`src/upr_pkg.sv`:
```
package upr_pkg;

    typedef logic [13:0] dist_t;

    // ping sequencer phases
    typedef enum logic [1:0] {
        PH_IDLE       = 2'd0,
        PH_TRIG       = 2'd1,
        PH_WAIT_START = 2'd2,
        PH_WAIT_END   = 2'd3
    } phase_t;

    // top level control
    typedef enum logic [2:0] {
        ST_IDLE,
        ST_EVAL,
        ST_CLAMP,
        ST_MED_START,
        ST_MED_WAIT,
        ST_EMA_MUL,
        ST_EMA_SUM,
        ST_OUT
    } top_state_t;

    // median unit control
    typedef enum logic [1:0] {
        M_IDLE,
        M_FEED,
        M_DRAIN
    } med_state_t;

    typedef enum logic [2:0] {
        CFG_PING_INTERVAL = 3'd0,
        CFG_ECHO_TIMEOUT  = 3'd1,
        CFG_MIN_DISTANCE  = 3'd2,
        CFG_MAX_DISTANCE  = 3'd3,
        CFG_SMOOTH_GAIN   = 3'd4
    } cfg_index_t;

    typedef struct packed {
        logic  start;
        dist_t value;
    } med_req_t;

    typedef struct packed {
        logic  done;
        dist_t median;
    } med_rsp_t;

    localparam logic [31:0] TRIG_PULSE_US         = 32'd12;
    localparam logic [31:0] ECHO_START_TIMEOUT_US = 32'd50000;
    localparam logic [14:0] CM_PER_US_Q16         = 15'd17983;
    localparam logic [8:0]  GAIN_ONE              = 9'd256;

    localparam logic [15:0] PING_INTERVAL_RST = 16'd60;
    localparam logic [15:0] ECHO_TIMEOUT_RST  = 16'd30000;
    localparam dist_t       MIN_DISTANCE_RST  = 14'd32;
    localparam dist_t       MAX_DISTANCE_RST  = 14'd6400;
    localparam logic [8:0]  SMOOTH_GAIN_RST   = 9'd77;

endpackage

```
`src/ultrasonic_ping_ranger_median_ema.sv`:
```
// Ultrasonic ping ranger: each accepted request is one time sample (ms and us
// counts plus the echo level) and yields exactly one result with the trigger
// level, the distance recorded on this sample if any, and the smoothed
// distance. One request at a time. A sample that records nothing passes
// through the accept, evaluate and output steps. A sample that records a
// distance also passes through the clamp, median start, median wait, EMA
// multiply and EMA sum steps, with the clamp step skipped on a timeout.
// Most of that time goes to the median sorting chain: it feeds the window in
// one entry per cycle, then lets the chain settle. A result that waits for
// the previous one to leave the output register stalls in the output step.
// A finished result sits in the output register while the next request is
// accepted. Configuration writes are taken at any time and are meant to
// happen while the block is idle.
module ultrasonic_ping_ranger_median_ema
    import upr_pkg::*;
#(
    parameter int WINDOW_SIZE = 5
) (
    input  logic        aclk,
    input  logic        aresetn,

    input  logic        cfg_valid,
    output logic        cfg_ready,
    input  logic [2:0]  cfg_index,
    input  logic [15:0] cfg_data,

    input  logic        s_valid,
    output logic        s_ready,
    input  logic [31:0] s_time_ms,
    input  logic [31:0] s_time_us,
    input  logic        s_echo_level,

    output logic        m_valid,
    input  logic        m_ready,
    output logic        m_trig_level,
    output logic        m_sample_valid,
    output logic        m_timed_out,
    output logic [13:0] m_raw_distance,
    output logic [13:0] m_smoothed_distance
);

    // configuration
    logic [15:0] ping_interval_reg;
    logic [15:0] echo_timeout_reg;
    dist_t       min_dist_reg;
    dist_t       max_dist_reg;
    logic [8:0]  gain_reg;

    // control
    top_state_t  state_reg, state_next;
    phase_t      phase_reg, phase_next;
    logic        trig_reg, trig_next;
    logic [31:0] last_ping_reg, last_ping_next;
    logic [31:0] trig_start_reg, trig_start_next;
    logic [31:0] echo_start_reg, echo_start_next;
    dist_t       smoothed_reg, smoothed_next;
    logic        m_valid_reg, m_valid_next;

    // payload
    logic [31:0] in_ms_reg, in_ms_next;
    logic [31:0] in_us_reg, in_us_next;
    logic        in_echo_reg, in_echo_next;
    logic [30:0] cm_reg, cm_next;
    logic        rec_reg, rec_next;
    logic        tmo_reg, tmo_next;
    dist_t       raw_reg, raw_next;
    dist_t       med_reg, med_next;
    logic [22:0] p_new_reg, p_new_next;
    logic [22:0] p_old_reg, p_old_next;
    logic        m_trig_reg, m_sample_reg, m_tmo_reg;
    dist_t       m_raw_reg, m_smooth_reg;

    logic [31:0] d_ms, d_trig_us, d_echo_us;
    logic [46:0] prod;
    logic [30:0] cm_lo;
    logic [8:0]  gain_sat;
    logic [8:0]  gain_inv;
    logic [23:0] ema_sum;
    logic        out_load;

    med_req_t med_req;
    med_rsp_t med_rsp;

    assign d_ms      = in_ms_reg - last_ping_reg;
    assign d_trig_us = in_us_reg - trig_start_reg;
    assign d_echo_us = in_us_reg - echo_start_reg;
    assign prod      = {15'd0, d_echo_us} * {32'd0, CM_PER_US_Q16};
    assign cm_lo     = (cm_reg < {17'd0, min_dist_reg}) ? {17'd0, min_dist_reg} : cm_reg;
    assign gain_sat  = (gain_reg > GAIN_ONE) ? GAIN_ONE : gain_reg;
    assign gain_inv  = GAIN_ONE - gain_sat;
    assign ema_sum   = {1'b0, p_new_reg} + {1'b0, p_old_reg} + 24'd128;

    always_comb begin
        state_next      = state_reg;
        phase_next      = phase_reg;
        trig_next       = trig_reg;
        last_ping_next  = last_ping_reg;
        trig_start_next = trig_start_reg;
        echo_start_next = echo_start_reg;
        smoothed_next   = smoothed_reg;
        in_ms_next      = in_ms_reg;
        in_us_next      = in_us_reg;
        in_echo_next    = in_echo_reg;
        cm_next         = cm_reg;
        rec_next        = rec_reg;
        tmo_next        = tmo_reg;
        raw_next        = raw_reg;
        med_next        = med_reg;
        p_new_next      = p_new_reg;
        p_old_next      = p_old_reg;
        med_req.start   = 1'b0;
        med_req.value   = raw_reg;
        out_load        = 1'b0;
        s_ready         = 1'b0;

        unique case (state_reg)
            ST_IDLE: begin
                s_ready = 1'b1;
                if (s_valid) begin
                    in_ms_next   = s_time_ms;
                    in_us_next   = s_time_us;
                    in_echo_next = s_echo_level;
                    state_next   = ST_EVAL;
                end
            end
            ST_EVAL: begin
                rec_next = 1'b0;
                tmo_next = 1'b0;
                raw_next = '0;
                cm_next  = prod[46:16];
                unique case (phase_reg)
                    PH_IDLE: begin
                        if (d_ms >= {16'd0, ping_interval_reg} && !in_echo_reg) begin
                            phase_next      = PH_TRIG;
                            trig_next       = 1'b1;
                            trig_start_next = in_us_reg;
                        end
                    end
                    PH_TRIG: begin
                        if (d_trig_us >= TRIG_PULSE_US) begin
                            trig_next  = 1'b0;
                            phase_next = PH_WAIT_START;
                        end
                    end
                    PH_WAIT_START: begin
                        if (in_echo_reg) begin
                            echo_start_next = in_us_reg;
                            phase_next      = PH_WAIT_END;
                        end else if (d_trig_us > ECHO_START_TIMEOUT_US) begin
                            rec_next = 1'b1;
                            tmo_next = 1'b1;
                        end
                    end
                    PH_WAIT_END: begin
                        if (!in_echo_reg) begin
                            rec_next = 1'b1;
                        end else if (d_echo_us > {16'd0, echo_timeout_reg}) begin
                            rec_next = 1'b1;
                            tmo_next = 1'b1;
                        end
                    end
                    default: phase_next = PH_IDLE;
                endcase
                // end of a ping: either an echo measured or a timeout
                if (rec_next) begin
                    phase_next     = PH_IDLE;
                    last_ping_next = in_ms_reg;
                    if (tmo_next) begin
                        raw_next   = max_dist_reg;
                        state_next = ST_MED_START;
                    end else begin
                        state_next = ST_CLAMP;
                    end
                end else begin
                    state_next = ST_OUT;
                end
            end
            ST_CLAMP: begin
                // max clamp applied last so it wins over min
                raw_next   = (cm_lo > {17'd0, max_dist_reg}) ? max_dist_reg : cm_lo[13:0];
                state_next = ST_MED_START;
            end
            ST_MED_START: begin
                med_req.start = 1'b1;
                state_next    = ST_MED_WAIT;
            end
            ST_MED_WAIT: begin
                if (med_rsp.done) begin
                    med_next   = med_rsp.median;
                    state_next = ST_EMA_MUL;
                end
            end
            ST_EMA_MUL: begin
                p_new_next = {14'd0, gain_sat} * {9'd0, med_reg};
                p_old_next = {14'd0, gain_inv} * {9'd0, smoothed_reg};
                state_next = ST_EMA_SUM;
            end
            ST_EMA_SUM: begin
                smoothed_next = ema_sum[21:8];
                state_next    = ST_OUT;
            end
            ST_OUT: begin
                if (!m_valid_reg || m_ready) begin
                    out_load   = 1'b1;
                    state_next = ST_IDLE;
                end
            end
            default: state_next = ST_IDLE;
        endcase

        if (out_load) begin
            m_valid_next = 1'b1;
        end else if (m_ready) begin
            m_valid_next = 1'b0;
        end else begin
            m_valid_next = m_valid_reg;
        end
    end

    always_ff @(posedge aclk) begin
        if (!aresetn) begin
            state_reg      <= ST_IDLE;
            phase_reg      <= PH_IDLE;
            trig_reg       <= 1'b0;
            last_ping_reg  <= '0;
            trig_start_reg <= '0;
            echo_start_reg <= '0;
            smoothed_reg   <= MAX_DISTANCE_RST;
            m_valid_reg    <= 1'b0;
        end else begin
            state_reg      <= state_next;
            phase_reg      <= phase_next;
            trig_reg       <= trig_next;
            last_ping_reg  <= last_ping_next;
            trig_start_reg <= trig_start_next;
            echo_start_reg <= echo_start_next;
            smoothed_reg   <= smoothed_next;
            m_valid_reg    <= m_valid_next;
        end
        in_ms_reg   <= in_ms_next;
        in_us_reg   <= in_us_next;
        in_echo_reg <= in_echo_next;
        cm_reg      <= cm_next;
        rec_reg     <= rec_next;
        tmo_reg     <= tmo_next;
        raw_reg     <= raw_next;
        med_reg     <= med_next;
        p_new_reg   <= p_new_next;
        p_old_reg   <= p_old_next;
        if (out_load) begin
            m_trig_reg   <= trig_reg;
            m_sample_reg <= rec_reg;
            m_tmo_reg    <= tmo_reg;
            m_raw_reg    <= raw_reg;
            m_smooth_reg <= smoothed_reg;
        end
    end

    // configuration registers
    always_ff @(posedge aclk) begin
        if (!aresetn) begin
            ping_interval_reg <= PING_INTERVAL_RST;
            echo_timeout_reg  <= ECHO_TIMEOUT_RST;
            min_dist_reg      <= MIN_DISTANCE_RST;
            max_dist_reg      <= MAX_DISTANCE_RST;
            gain_reg          <= SMOOTH_GAIN_RST;
        end else if (cfg_valid) begin
            unique case (cfg_index)
                CFG_PING_INTERVAL: ping_interval_reg <= cfg_data;
                CFG_ECHO_TIMEOUT:  echo_timeout_reg  <= cfg_data;
                CFG_MIN_DISTANCE:  min_dist_reg      <= cfg_data[13:0];
                CFG_MAX_DISTANCE:  max_dist_reg      <= cfg_data[13:0];
                CFG_SMOOTH_GAIN:   gain_reg          <= cfg_data[8:0];
                default: ;
            endcase
        end
    end

    upr_median #(
        .WINDOW_SIZE (WINDOW_SIZE)
    ) u_median (
        .aclk    (aclk),
        .aresetn (aresetn),
        .req     (med_req),
        .rsp     (med_rsp)
    );

    assign cfg_ready           = 1'b1;
    assign m_valid             = m_valid_reg;
    assign m_trig_level        = m_trig_reg;
    assign m_sample_valid      = m_sample_reg;
    assign m_timed_out         = m_tmo_reg;
    assign m_raw_distance      = m_raw_reg;
    assign m_smoothed_distance = m_smooth_reg;

endmodule

```
`src/upr_sort_cell.sv`:
```
module upr_sort_cell
    import upr_pkg::*;
(
    input  logic  aclk,
    input  logic  aresetn,
    input  logic  clear,
    input  logic  in_valid,
    input  dist_t in_value,
    output dist_t held_value,
    output logic  out_valid,
    output dist_t out_value
);

    logic  held_valid_reg, held_valid_next;
    dist_t held_reg, held_next;
    logic  out_valid_reg, out_valid_next;
    dist_t out_reg, out_next;

    // Keeps the smallest value seen, passes everything larger down the chain.
    always_comb begin
        held_valid_next = held_valid_reg;
        held_next       = held_reg;
        out_valid_next  = 1'b0;
        out_next        = out_reg;
        if (clear) begin
            held_valid_next = 1'b0;
        end else if (in_valid) begin
            if (!held_valid_reg) begin
                held_valid_next = 1'b1;
                held_next       = in_value;
            end else if (in_value < held_reg) begin
                held_next      = in_value;
                out_next       = held_reg;
                out_valid_next = 1'b1;
            end else begin
                out_next       = in_value;
                out_valid_next = 1'b1;
            end
        end
    end

    always_ff @(posedge aclk) begin
        if (!aresetn) begin
            held_valid_reg <= 1'b0;
            out_valid_reg  <= 1'b0;
        end else begin
            held_valid_reg <= held_valid_next;
            out_valid_reg  <= out_valid_next;
        end
        held_reg <= held_next;
        out_reg  <= out_next;
    end

    assign held_value = held_reg;
    assign out_valid  = out_valid_reg;
    assign out_value  = out_reg;

endmodule

```
`src/upr_median.sv`:
```
module upr_median
    import upr_pkg::*;
#(
    parameter int WINDOW_SIZE = 5
) (
    input  logic     aclk,
    input  logic     aresetn,
    input  med_req_t req,
    output med_rsp_t rsp
);

    localparam int CW  = $clog2(WINDOW_SIZE);
    localparam int MID = WINDOW_SIZE / 2;

    med_state_t state_reg, state_next;
    logic [CW-1:0] cnt_reg, cnt_next;

    // Window kept as a shift line: the oldest entry falls off the end, which
    // gives the same contents as overwriting it in a circular buffer.
    dist_t win_reg [WINDOW_SIZE];

    logic  chain_valid [WINDOW_SIZE];
    dist_t chain_value [WINDOW_SIZE];
    dist_t held        [WINDOW_SIZE];
    logic  feed;

    always_comb begin
        state_next = state_reg;
        cnt_next   = cnt_reg;
        feed       = 1'b0;
        rsp.done   = 1'b0;
        rsp.median = held[MID];
        unique case (state_reg)
            M_IDLE: begin
                if (req.start) begin
                    state_next = M_FEED;
                    cnt_next   = '0;
                end
            end
            M_FEED: begin
                feed = 1'b1;
                if (cnt_reg == CW'(WINDOW_SIZE - 1)) begin
                    state_next = M_DRAIN;
                    cnt_next   = '0;
                end else begin
                    cnt_next = cnt_reg + 1'b1;
                end
            end
            M_DRAIN: begin
                // last value may need to pass down the whole chain of cells to settle
                if (cnt_reg == CW'(WINDOW_SIZE - 1)) begin
                    rsp.done   = 1'b1;
                    state_next = M_IDLE;
                end else begin
                    cnt_next = cnt_reg + 1'b1;
                end
            end
            default: state_next = M_IDLE;
        endcase
    end

    always_ff @(posedge aclk) begin
        if (!aresetn) begin
            state_reg <= M_IDLE;
            cnt_reg   <= '0;
            for (int i = 0; i < WINDOW_SIZE; i++) begin
                win_reg[i] <= '0;
            end
        end else begin
            state_reg <= state_next;
            cnt_reg   <= cnt_next;
            if (req.start && state_reg == M_IDLE) begin
                win_reg[0] <= req.value;
                for (int i = 1; i < WINDOW_SIZE; i++) begin
                    win_reg[i] <= win_reg[i-1];
                end
            end else if (feed) begin
                // rotate once per cycle; a full pass restores the order
                win_reg[0] <= win_reg[WINDOW_SIZE-1];
                for (int i = 1; i < WINDOW_SIZE; i++) begin
                    win_reg[i] <= win_reg[i-1];
                end
            end
        end
    end

    assign chain_valid[0] = feed;
    assign chain_value[0] = win_reg[WINDOW_SIZE-1];

    for (genvar i = 0; i < WINDOW_SIZE; i++) begin : g_cell
        if (i < WINDOW_SIZE - 1) begin : g_mid
            upr_sort_cell u_cell (
                .aclk       (aclk),
                .aresetn    (aresetn),
                .clear      (req.start),
                .in_valid   (chain_valid[i]),
                .in_value   (chain_value[i]),
                .held_value (held[i]),
                .out_valid  (chain_valid[i+1]),
                .out_value  (chain_value[i+1])
            );
        end else begin : g_last
            upr_sort_cell u_cell (
                .aclk       (aclk),
                .aresetn    (aresetn),
                .clear      (req.start),
                .in_valid   (chain_valid[i]),
                .in_value   (chain_value[i]),
                .held_value (held[i]),
                .out_valid  (),
                .out_value  ()
            );
        end
    end

endmodule

```
`config.mk`:
```
export PLATFORM = sky130hd
export DESIGN_NAME = ultrasonic_ping_ranger_median_ema
export DESIGN_NICKNAME = d
export VERILOG_FILES = /design/src/upr_pkg.sv /design/src/ultrasonic_ping_ranger_median_ema.sv /design/src/upr_sort_cell.sv /design/src/upr_median.sv
export SDC_FILE = /design/constraint.sdc
export NUM_CORES = 2
export LEC_CHECK = 0
export ABC_AREA = 1
export BUFFER_PORTS_ARGS = -buffer_cell sky130_fd_sc_hd__buf_2
export CORE_MARGIN = 2
export CORE_UTILIZATION = 25
export DETAILED_ROUTE_END_ITERATION = 10
export PLACE_DENSITY = 0.4
export SLEW_MARGIN = 15
export SYNTH_ARGS = -nofsm -noshare
export SYNTH_HDL_FRONTEND = slang
export SYNTH_HIERARCHICAL = 1
export SYNTH_SLANG_ARGS = --single-unit
export TNS_END_PERCENT = 20
```
`constraint.sdc`:
```
create_clock -name aclk -period 10.71 [get_ports aclk]
set_input_delay 0.5355 -clock aclk [delete_from_list [all_inputs] [get_ports aclk]]
set_output_delay 0.5355 -clock aclk [all_outputs]
set_load 0.03 [all_outputs]
```
==> run metrics <==
count of final hold-check violations 0; Worst setup EP type flip-flop; type of the worst setup path flip-flop to flip-flop; number of antenna violations at the first check in global routing 7; standard-cell rows 158; CTS tree built; r2r worst-path depth 39; WP data required 11,130 ps; initial core utilization 25.10%; vias in the first global route 36,230; cell chosen for the clock root sky130_fd_sc_hd__clkbuf_16; IO buf count 121; clk buf depth 3; clock buffers created by TritonCTS 72; DRC Markers 0; clock period minus worst slack 8528 ps; synthesized instance count 5,689; Syn Nets 6,622; Rel. slew slack 34.18%; setup-violating endpoint count in the final report 0; Reg2Reg Setup Slack 2180 ps; fill cell instance count of the final layout 20,020; total standard cell area after synthesis 0.04640 mm²; area of all sequential standard cells 0.01416 mm²; CP Max Fanout 6; critical path's most frequent cell sky130_fd_sc_hd__inv_1; gp weighted congestion 0.8592; layout cells sized above 1 6.983%; number of cells traversed by the worst hold path 1; post-route antenna net violation count 0; TritonRoute pass-1 iters 5; Max stage delay cell, worst path sky130_fd_sc_hd__fa_1; GRT Overall Usage 13.96%; worst min-delay path category input pin to flip-flop; sum of negative setup slack 0 ps; layout net count 6,788; Reg-to-Reg End cm_reg[28]$_DFFE_PP_; Worst-path clk slew 60 ps; flip-flop count of the largest register after layout 70; run status completed; Core Footprint 0.1848 mm²; largest net degree at the start of global routing 93; number of violations reported at the end of detailed-routing iteration 0 1,877; horizontal die dimension 434.8 µm; final critical-path setup slack 2182 ps; Slew Viols, Final 0; startpoint of the lowest-slack register-to-register path in_us_reg[0]$_DFFE_PP_; MaxCap Viol Count 0; wire length of the first global-routing pass 207,800 µm; top library cells by usage in the layout, fill and taps aside 1,268 x sky130_fd_sc_hd__inv_1, 1,194 x sky130_fd_sc_hd__nand2_1, 510 x sky130_fd_sc_hd__ha_1, 429 x sky130_fd_sc_hd__nor2_1, 341 x sky130_fd_sc_hd__edfxtp_1; maximum clock skew at final layout 41.40 ps; area taken by multi-input logic gates 0.02689 mm²; synth warn 6; count of placed standard cells including taps 8,218; detailed placement HPWL 106,000 µm; Area Growth Syn to Fin 13.70%; Hold Path Sink in_echo_reg$_DFFE_PP_; Die H 434.8 µm; Fmax 0.1173 GHz; level count of the clock H-tree 3; leading cell type in the layout, fill and taps excluded sky130_fd_sc_hd__inv_1; # resized after CTS 0; per-cell via count in the routed design 4.222; post-CTS setup buffer count 0; Avg Synthesized Cell Area 8.156 µm²; routed wirelength normalized by instance count 15.60 µm; total wirelength of the detailed-routed design 131,000 µm; largest incremental delay on the critical path 620 ps; non-filler cells in the finished layout 8,396; slew at the pin closest to its max-slew limit 983.9 ps; hold_sp s_echo_level; die outline area 0.1891 mm²; final cycle utilization of the critical path 79.63%; Worst Setup Slack post-DPL 2182 ps; number of ports placed on the die boundary 123; RSZ-0062 raised after global routing false; total number of vias 35,450; # clock sinks 537; Startpoint Class flip-flop; clock insertion delay at the later pin of the skew report 680 ps; total overflow reported by the global router 0; Critical Path AT 8950 ps
-- area by class of cell --
type / instances / area share [%]
diodes: 2 / 0.009487
well taps: 2480 / 5.882
flip-flops and latches: 537 / 26.85
repair buffers: 200 / 2.488
clock inverters: 39 / 0.9392
inverters: 1287 / 9.171
clock buffers: 94 / 3.688
multi-input cells: 3757 / 50.97
-- worst max-delay path by stage --
| stage | start | depth (start not counted) | slack (ps) | end |
|---|---|---|---|---|
| floorplan | in_us_reg[0]$_DFFE_PP_ | 39 | 3180 | cm_reg[28]$_DFFE_PP_ |
| global placement | in_us_reg[0]$_DFFE_PP_ | 39 | 2280 | cm_reg[29]$_DFFE_PP_ |
| detailed placement | in_us_reg[0]$_DFFE_PP_ | 39 | 2180 | cm_reg[28]$_DFFE_PP_ |
| CTS | in_us_reg[0]$_DFFE_PP_ | 39 | 2190 | cm_reg[28]$_DFFE_PP_ |
| global route | in_us_reg[0]$_DFFE_PP_ | 39 | 1430 | cm_reg[28]$_DFFE_PP_ |
| finish | in_us_reg[0]$_DFFE_PP_ | 39 | 2180 | cm_reg[28]$_DFFE_PP_ |
-- what timing repair did --
action | 4_1_cts | 5_1_grt
setup endpoints to repair | 0 | 0
endpoints found under the hold margin | 43 | 0
hold buffers | 43 | 0
-- critical path, delay by kind of cell, from the launching register on --
| kind | cells | cell delay, ps |
|---|---|---|
| AOI/OAI and AO/OA | 5 | 1050 |
| xor gates and xnor gates | 2 | 360 |
| adders and majority gates | 9 | 3790 |
| buffers and inverters | 10 | 790 |
| DFF | 1 | 400 |
| and+or+nand+nor | 13 | 1860 |
-- per-stage QoR --
stage          hold WS, ps  cell area [µm²]  utilization [%]
6_report             75.00            52760            28.54
5_1_grt              23.46            52760            28.54
4_1_cts              1.271            52750            28.54
3_5_place_dp         406.5            49880            26.98
3_3_place_gp         404.1            49880            26.98
2_1_floorplan        400.3            46400                -
-- layer usage --
metal / GRT usage (%) / share of wire, % / routed length [µm] / up-vias
met5: 0 / 0 / 0 / -
met4: 2.787 / 1.6 / 2031 / 0
met3: 1.718 / 2.6 / 3437 / 117
met2: 25.02 / 50 / 65510 / 390
met1: 17.90 / 46 / 60030 / 16680
li1: - / - / - / 18260
Power is left out: the tool's default activity adds up to more than one toggle a clock period on the data nets, which glitch-free logic cannot reach.
